==> config.mk <==
export PLATFORM = sky130hd
export DESIGN_NAME = multichannel_tanh_mixer_unit
export DESIGN_NICKNAME = d
export VERILOG_FILES = /design/src/design/mtm_pkg.sv /design/src/design/multichannel_tanh_mixer_unit.sv /design/src/design/mtm_lane.sv /design/src/design/mtm_merge.sv /design/src/design/mtm_tanh.sv
export VERILOG_INCLUDE_DIRS = /design/src /design/src/design
export SDC_FILE = /design/constraint.sdc
export NUM_CORES = 1
export LEC_CHECK = 0
export ABC_AREA = 1
export BUFFER_PORTS_ARGS = -buffer_cell sky130_fd_sc_hd__buf_2
export CORE_MARGIN = 2
export CORE_UTILIZATION = 60
export CTS_CLUSTER_SIZE = 20
export DETAILED_ROUTE_END_ITERATION = 10
export PLACE_DENSITY = 0.8
export RECOVER_POWER = 25
export SYNTH_ARGS = -nofsm -noshare
export SYNTH_HDL_FRONTEND = slang
export SYNTH_SLANG_ARGS = --single-unit
export TNS_END_PERCENT = 1
==> constraint.sdc <==
create_clock -name i_clk -period 9.4 [get_ports i_clk]
set_clock_uncertainty 0.05 [all_clocks]
set_input_delay 0.47 -clock i_clk [delete_from_list [all_inputs] [get_ports i_clk]]
set_output_delay 0.47 -clock i_clk [all_outputs]
set_load 0.02 [all_outputs]
==> src/design/multichannel_tanh_mixer_unit_macros.svh <==
// Assertion macros for the multichannel tanh mixer.
// Used by the top level only; expects i_clk and i_rst_n in scope.
`ifndef MULTICHANNEL_TANH_MIXER_UNIT_MACROS_SVH
`define MULTICHANNEL_TANH_MIXER_UNIT_MACROS_SVH

// Same-cycle implication, checked out of reset.
`define MTM_ASSERT_NOW(lbl, ante, cons, msg) \
    lbl: assert property (@(posedge i_clk) disable iff (!i_rst_n) (ante) |-> (cons)) \
        else $error(msg);

// Next-cycle implication, checked out of reset.
`define MTM_ASSERT_NEXT(lbl, ante, cons, msg) \
    lbl: assert property (@(posedge i_clk) disable iff (!i_rst_n) (ante) |=> (cons)) \
        else $error(msg);

`endif

==> src/design/mtm_pkg.sv <==
// Shared constants, types and the tanh breakpoint table of the mixer.
// No dependencies; imported by every mixer module.
package mtm_pkg;

    localparam int SAMPLE_W     = 16;
    localparam int MAX_CHANNELS = 8;
    localparam int CHANNELS_DEF = 8;
    localparam int EXTRA_W      = 3;
    localparam int FRAC_BITS    = 11;
    localparam int TABLE_LAST   = 64;
    localparam int TANH_SEGMENTS = 64;
    localparam int SEG_LAST     = (TANH_SEGMENTS < TABLE_LAST) ? TANH_SEGMENTS : TABLE_LAST;
    localparam int IDX_W        = $clog2(TABLE_LAST + 1);
    localparam int DIFF_W       = 12;
    localparam int PROD_W       = DIFF_W + FRAC_BITS;

    // round(32767 * tanh(k/16)), k = 0..64
    localparam logic [SAMPLE_W-1:0] TANH_PTS [0:TABLE_LAST] = '{
        16'd0,     16'd2045,  16'd4075,  16'd6073,  16'd8025,  16'd9919,  16'd11742, 16'd13486,
        16'd15142, 16'd16706, 16'd18173, 16'd19541, 16'd20812, 16'd21986, 16'd23065, 16'd24053,
        16'd24955, 16'd25775, 16'd26518, 16'd27190, 16'd27796, 16'd28340, 16'd28829, 16'd29267,
        16'd29659, 16'd30009, 16'd30321, 16'd30599, 16'd30846, 16'd31066, 16'd31261, 16'd31435,
        16'd31588, 16'd31725, 16'd31845, 16'd31952, 16'd32047, 16'd32131, 16'd32205, 16'd32270,
        16'd32328, 16'd32380, 16'd32425, 16'd32465, 16'd32500, 16'd32531, 16'd32559, 16'd32583,
        16'd32605, 16'd32624, 16'd32641, 16'd32656, 16'd32669, 16'd32680, 16'd32690, 16'd32699,
        16'd32707, 16'd32714, 16'd32720, 16'd32726, 16'd32731, 16'd32735, 16'd32739, 16'd32742,
        16'd32745
    };

    typedef struct packed {
        logic en_a;
        logic en_b;
    } t_tanh_ctl;

endpackage

==> src/design/multichannel_tanh_mixer_unit.sv <==
// Multichannel tanh soft-clipping mixer, top level.
// Instantiates mtm_lane, mtm_merge and mtm_tanh; uses mtm_pkg and the assertion macros.
//
// Takes one beat of up to eight Q1.15 channel samples per clock while o_stall
// is low and gives one soft-clipped Q1.15 sample per beat. o_valid rises once
// the beat has passed four register stages: lane registers, merge adder,
// tanh table lookup, interpolation multiply. Each of the four stages advances
// whenever the stage after it is empty or moving, so the input keeps taking
// beats into any free slot while a result waits on a stalled output; o_stall
// rises only when all four stages hold data and the output is stalled.
// extra_channels selects how many channels after sample_0 enter the sum and
// takes effect on the next accepted beat; change it only while idle.
`include "multichannel_tanh_mixer_unit_macros.svh"

module multichannel_tanh_mixer_unit
    import mtm_pkg::*;
#(
    parameter int CHANNELS = CHANNELS_DEF
) (
    input  logic                       i_clk,
    input  logic                       i_rst_n,
    input  logic                       i_extra_channels_we,
    input  logic [EXTRA_W-1:0]         i_extra_channels,
    input  logic                       i_valid,
    output logic                       o_stall,
    input  logic signed [SAMPLE_W-1:0] i_sample_0,
    input  logic signed [SAMPLE_W-1:0] i_sample_1,
    input  logic signed [SAMPLE_W-1:0] i_sample_2,
    input  logic signed [SAMPLE_W-1:0] i_sample_3,
    input  logic signed [SAMPLE_W-1:0] i_sample_4,
    input  logic signed [SAMPLE_W-1:0] i_sample_5,
    input  logic signed [SAMPLE_W-1:0] i_sample_6,
    input  logic signed [SAMPLE_W-1:0] i_sample_7,
    output logic                       o_valid,
    input  logic                       i_stall,
    output logic signed [SAMPLE_W-1:0] o_mixed_sample
);

    localparam int SUM_W = SAMPLE_W + $clog2(CHANNELS);

    logic [EXTRA_W-1:0]         r_extra;
    logic [EXTRA_W-1:0]         w_extra_sat;
    logic                       r_v0, r_v1, r_v2, r_v3;
    logic                       w_en0, w_en1, w_en2, w_en3;
    logic signed [SAMPLE_W-1:0] w_samples [0:MAX_CHANNELS-1];
    logic signed [SAMPLE_W-1:0] w_terms   [0:CHANNELS-1];
    logic signed [SUM_W-1:0]    w_sum;
    t_tanh_ctl                  w_tanh_ctl;

    always_ff @(posedge i_clk) begin
        if (!i_rst_n) begin
            r_extra <= '0;
        end else if (i_extra_channels_we) begin
            r_extra <= i_extra_channels;
        end
    end

    // clamp the count to the lanes that exist
    assign w_extra_sat = (32'(r_extra) > CHANNELS - 1) ? EXTRA_W'(CHANNELS - 1) : r_extra;

    // advance a stage when the next one is empty or advancing
    assign w_en3   = !r_v3 || !i_stall;
    assign w_en2   = !r_v2 || w_en3;
    assign w_en1   = !r_v1 || w_en2;
    assign w_en0   = !r_v0 || w_en1;
    assign o_stall = !w_en0;

    always_ff @(posedge i_clk) begin
        if (!i_rst_n) begin
            r_v0 <= 1'b0;
            r_v1 <= 1'b0;
            r_v2 <= 1'b0;
            r_v3 <= 1'b0;
        end else begin
            if (w_en0) begin
                r_v0 <= i_valid;
            end
            if (w_en1) begin
                r_v1 <= r_v0;
            end
            if (w_en2) begin
                r_v2 <= r_v1;
            end
            if (w_en3) begin
                r_v3 <= r_v2;
            end
        end
    end

    assign w_samples[0] = i_sample_0;
    assign w_samples[1] = i_sample_1;
    assign w_samples[2] = i_sample_2;
    assign w_samples[3] = i_sample_3;
    assign w_samples[4] = i_sample_4;
    assign w_samples[5] = i_sample_5;
    assign w_samples[6] = i_sample_6;
    assign w_samples[7] = i_sample_7;

    for (genvar g = 0; g < CHANNELS; g++) begin : g_lane
        mtm_lane #(
            .LANE_IDX (g)
        ) u_lane (
            .i_clk    (i_clk),
            .i_en     (w_en0),
            .i_extra  (w_extra_sat),
            .i_sample (w_samples[g]),
            .o_term   (w_terms[g])
        );
    end

    mtm_merge #(
        .CHANNELS (CHANNELS),
        .SUM_W    (SUM_W)
    ) u_merge (
        .i_clk   (i_clk),
        .i_en    (w_en1),
        .i_terms (w_terms),
        .o_sum   (w_sum)
    );

    assign w_tanh_ctl.en_a = w_en2;
    assign w_tanh_ctl.en_b = w_en3;

    mtm_tanh #(
        .SUM_W (SUM_W)
    ) u_tanh (
        .i_clk   (i_clk),
        .i_ctl   (w_tanh_ctl),
        .i_sum   (w_sum),
        .o_mixed (o_mixed_sample)
    );

    assign o_valid = r_v3;

    `MTM_ASSERT_NOW(a_stall_only_when_full, o_stall, r_v0 && r_v1 && r_v2 && r_v3 && i_stall, "input stalled with a free stage")
    `MTM_ASSERT_NEXT(a_stage_moves, r_v1 && w_en2, r_v2, "beat lost between merge and tanh")
    `MTM_ASSERT_NOW(a_out_range, o_valid, o_mixed_sample != 16'sh8000, "mixed sample out of range")

endmodule

==> src/design/mtm_lane.sv <==
// One channel lane: gates its sample by the active channel count and registers it.
// Depends on mtm_pkg.
module mtm_lane
    import mtm_pkg::*;
#(
    parameter int LANE_IDX = 0
) (
    input  logic                       i_clk,
    input  logic                       i_en,
    input  logic [EXTRA_W-1:0]         i_extra,
    input  logic signed [SAMPLE_W-1:0] i_sample,
    output logic signed [SAMPLE_W-1:0] o_term
);

    logic                       w_active;
    logic signed [SAMPLE_W-1:0] n_term;
    logic signed [SAMPLE_W-1:0] r_term;

    // primary lane always contributes
    assign w_active = (LANE_IDX == 0) || (32'(i_extra) >= LANE_IDX);
    assign n_term   = w_active ? i_sample : '0;

    always_ff @(posedge i_clk) begin
        if (i_en) begin
            r_term <= n_term;
        end
    end

    assign o_term = r_term;

endmodule

==> src/design/mtm_merge.sv <==
// Merge stage: adds the lane terms at full width and registers the sum.
// Depends on mtm_pkg.
module mtm_merge
    import mtm_pkg::*;
#(
    parameter int CHANNELS = CHANNELS_DEF,
    parameter int SUM_W    = SAMPLE_W + $clog2(CHANNELS)
) (
    input  logic                       i_clk,
    input  logic                       i_en,
    input  logic signed [SAMPLE_W-1:0] i_terms [0:CHANNELS-1],
    output logic signed [SUM_W-1:0]    o_sum
);

    logic signed [SUM_W-1:0] n_sum;
    logic signed [SUM_W-1:0] r_sum;

    always_comb begin
        n_sum = '0;
        for (int i = 0; i < CHANNELS; i++) begin
            n_sum = n_sum + SUM_W'(i_terms[i]);
        end
    end

    always_ff @(posedge i_clk) begin
        if (i_en) begin
            r_sum <= n_sum;
        end
    end

    assign o_sum = r_sum;

endmodule

==> src/design/mtm_tanh.sv <==
// Two-stage piecewise-linear tanh: table lookup, then interpolate and restore sign.
// Depends on mtm_pkg for the breakpoint table and control struct.
module mtm_tanh
    import mtm_pkg::*;
#(
    parameter int SUM_W = SAMPLE_W + 3
) (
    input  logic                       i_clk,
    input  t_tanh_ctl                  i_ctl,
    input  logic signed [SUM_W-1:0]    i_sum,
    output logic signed [SAMPLE_W-1:0] o_mixed
);

    localparam int K_W = SUM_W - FRAC_BITS;

    logic [SUM_W-1:0]     w_mag;
    logic [K_W-1:0]       w_k;
    logic                 w_sat;
    logic [IDX_W-1:0]     w_idx;
    logic [IDX_W-1:0]     w_idx_hi;
    logic [SAMPLE_W-1:0]  n_base;
    logic [DIFF_W-1:0]    n_diff;

    logic [SAMPLE_W-1:0]  r_base;
    logic [DIFF_W-1:0]    r_diff;
    logic [FRAC_BITS-1:0] r_frac;
    logic                 r_neg;

    logic [PROD_W-1:0]    w_prod;
    logic [SAMPLE_W-1:0]  w_y;
    logic [SAMPLE_W-1:0]  n_out;
    logic [SAMPLE_W-1:0]  r_out;

    assign w_mag    = i_sum[SUM_W-1] ? $unsigned(-i_sum) : $unsigned(i_sum);
    assign w_k      = w_mag[SUM_W-1:FRAC_BITS];
    assign w_sat    = (32'(w_k) >= SEG_LAST);
    // past the last segment, hold the end point with a zero slope
    assign w_idx    = w_sat ? IDX_W'(SEG_LAST) : IDX_W'(w_k);
    assign w_idx_hi = w_sat ? w_idx : IDX_W'(w_idx + 1'b1);
    assign n_base   = TANH_PTS[w_idx];
    assign n_diff   = DIFF_W'(TANH_PTS[w_idx_hi] - TANH_PTS[w_idx]);

    always_ff @(posedge i_clk) begin
        if (i_ctl.en_a) begin
            r_base <= n_base;
            r_diff <= n_diff;
            r_frac <= w_mag[FRAC_BITS-1:0];
            r_neg  <= i_sum[SUM_W-1];
        end
    end

    assign w_prod = PROD_W'(r_diff) * PROD_W'(r_frac);
    assign w_y    = r_base + SAMPLE_W'(w_prod >> FRAC_BITS);
    assign n_out  = r_neg ? SAMPLE_W'(-w_y) : w_y;

    always_ff @(posedge i_clk) begin
        if (i_ctl.en_b) begin
            r_out <= n_out;
        end
    end

    assign o_mixed = $signed(r_out);

endmodule
==> metrics.md <==
| Metric | Value |
|---|---|
| Fmax | `135 MHz` |
| Synth Instances | `2357` |
| First-pass GRT wire length | `around 80000 um` |
| DRC | `0` |
| Initial antenna violation count | `0` |
| Vias in the first global route | `16146` |
| Fill cell total of the finished layout | `~2700` |
| Final WL | `~48000 um` |
| Std-Cell Rows | `66` |
| Drt pass-1 iters | `6` |
| Failing checks | `max-capacitance violations, max-slew violations` |
| Highest-delay cell along the critical path | `edfxtp_1` |
| Cell mode on critical path | `nand2_1` |
| Largest net degree at the start of global routing | `78` |
| #FFs+latches synth | `209` |
| Ys flop type | `edfxtp_1` |
| Setup TNS | `0 ps` |
| R2r startpoint | `u_tanh.r_frac[4]` |
| Vias | `between 15000 and 20000` |
| Final Hold Vio Count | `0` |
| EDFF count, synth | `between 200 and 250` |
| Hold Path End | `g_lane[0].u_lane.o_term[13]` |
| Crit Path Class | `reg2reg` |
| Grt ovf | `0` |
| Final period util | `about four fifths` |
| FF-to-FF End | `u_tanh.o_mixed[12]` |
| PortBufs | `roughly 150` |
| Yosys warnings | `0` |
| CTS tree | `done` |
| Status | `finished with violations` |
| Delay-heaviest family, CP | `adder cells` |
| # diodes | `0` |
| CTS Sinks | `~210` |
| Die height | `approximately 190 um` |
| Nets | `approximately 3000` |
| Worst Path Required | `between 9000 and 10000 ps` |
| Wire per inst | `approximately 16 um` |
| Fin crit period | `approximately 7400 ps` |
| Setup crit end kind | `flop` |
| Max cap viols | `2` |
| CP bufs+invs | `4` |
| Hold Crit Depth | `1` |
| Die ar. | `roughly 35000 um^2` |
| Min-delay src | `i_sample_0[13]` |
| Die Span X | `about 190 um` |
| Post-synth cell types | `52` |
| Mapped cell area | `about 20000 um^2` |
| Worst slack, placed | `between 2000 and 2500 ps` |
| PnR worst setup slack | `1970 ps` |
| Iteration-0 DRC Markers | `approximately 1500` |
| Post-synth top area cell | `edfxtp_1` |
| Final setup viols | `0` |
| Commonest non-fill, non-tap cell in the layout | `inv_1` |
| Synthesized net count | `approximately 2800` |
| Post-CTS sizing | `0` |
| Synth top area share | `a little over 30%` |
| Initial Utilization | `between 60% and 70%` |
| Core ar. | `between 30000 and 40000 um^2` |
| CP max stage delay | `around 600 ps` |
| Slew at the pin closest to its max-slew limit | `2640 ps` |
| Leading cell types in the layout, fill and taps excluded | `inv_1 (515), nand2_1 (507), nor2_1 (221)` |
| CTS Hold Bufs | `0` |
| Crit path max fanout | `12` |
| GRT Total Usage | `between 20 and 30%` |
| RSZ-0062 raised after global routing | `false` |
| Max Root-Sink Buffers | `3` |
| Vias per cell | `approximately 5.4` |
| I/O pins | `~150` |
| Synthesized area per cell | `approximately 8.4 um^2` |
| Area delta synth->final | `8.88%` |
| Share of cells above drive strength 1 | `8.93%` |
| Detail Placement HPWL | `about 38000 um` |
| Worst Hold Class | `in2reg` |
| Final ANT Viol Nets | `0` |
| Arr. time, crit path | `roughly 7600 ps` |
| Root buffer cell | `clkbuf_16` |
| R2R setup slack | `1970 ps` |
| Gp weighted congestion | `a little over 0.9` |
| Clk slew on worst S/H paths | `~60 ps` |
| Post-CTS setup buffers | `0` |
| Register area share after synthesis | `a little under a third` |
| Ys async rst share | `0%` |
| Reg2reg path depth | `32` |
| Clk Latency, worst-skew pair | `between 500 and 600 ps` |
| CP Launch Type | `flop` |
| Fin. max-slew vios | `slightly below 60` |
| # H-tree levels | `1` |
| Num CTS Buffers | `24` |
| Max-slew headroom | `-77.6%` |
| Synth area leaders | `edfxtp_1 (31%), fa_1 (18%), inv_1 (9.8%)` |
==> cell type report <==
cell class | instances | area (um^2) | area share [%]
well taps | 442 | 553 | 2.56
clock buffers | 27 | 612 | 2.83
inverters | 531 | 2000 | 9.27
flip-flops and latches | 209 | 6210 | 28.8
clock inverters | 14 | 148 | 0.684
repair buffers | 156 | 759 | 3.52
multi-input cells | 1559 | 11300 | 52.4
==> logic make-up after synthesis <==
logic type / count (synthesis) / share of synthesized area, %
AND/OR/NAND/NOR: 907 / 19.3
buffers and inverters: 589 / 11.6
adder cells (fa/ha/maj): 320 / 26.9
AO/OA/AOI/OAI: 247 / 7.11
flip-flops: 209 / 31.3
XOR/XNOR: 85 / 3.85
==> per-stage QoR <==
stage | hold WS [ps] | utilization [%] | cells | area [um^2]
after floorplan | 376 | - | 2357 | 19800
after global placement | 390 | 64.2 | 2897 | 20900
after detailed placement | 405 | 64.2 | 2897 | 20900
after CTS | 26.4 | 66.5 | 2938 | 21600
after global routing | 41.6 | 66.3 | 2938 | 21600
final | 43.6 | 66.3 | 2938 | 21600
==> state kept, by name, summed over array words and instances, names as in the netlist <==
signal	cells
u_tanh.r_neg	1
u_tanh.r_base	15
u_tanh.r_diff	12
r_v1	1
g_lane.u_lane.o_term	128
r_v0	1
u_merge.o_sum	19
o_valid	1
u_tanh.r_frac	11
r_extra	3
r_v2	1
u_tanh.o_mixed	16
==> synth_stat cells (18+ instances only) <==
cell type,number
o21ai_0,80
xnor2_1,31
inv_1,515
a21oi_1,79
o211ai_1,18
xor2_1,53
fa_1,176
edfxtp_1,202
nand2_1,504
nand4_1,18
ha_1,144
nand3_1,112
clkbuf_1,36
nor2_1,219
o21ai_1,22
==> how the worst max path moves through the flow <==
| stage | slack, ps | start | depth (start not counted) | end |
|---|---|---|---|---|
| 3_5_place_dp | 2080 | u_tanh.r_frac[4] | 32 | u_tanh.o_mixed[12] |
| 4_1_cts | 2040 | u_tanh.r_frac[4] | 32 | u_tanh.o_mixed[12] |
| 5_1_grt | 1490 | u_tanh.r_frac[3] | 32 | u_tanh.o_mixed[12] |
| 2_1_floorplan | 2880 | u_tanh.r_frac[4] | 33 | u_tanh.o_mixed[12] |
| 3_3_place_gp | 2200 | u_tanh.r_frac[4] | 32 | u_tanh.o_mixed[12] |
| 6_report | 1970 | u_tanh.r_frac[4] | 32 | u_tanh.o_mixed[12] |
==> metal layers <==
metal / wire length [um] / part of all wire, % / track usage [%] / vias up
li1: - / - / - / 7595
met1: 19400 / 40 / 37.2 / 7574
met2: 23400 / 49 / 50.9 / 672
met3: 2930 / 6.1 / 2.66 / 147
met4: 2290 / 4.8 / 11.9 / 0
met5: 0 / 0 / 0 / -
Power is left out: the tool's default activity adds up to more than one toggle a clock period on the data nets, which glitch-free logic cannot reach.
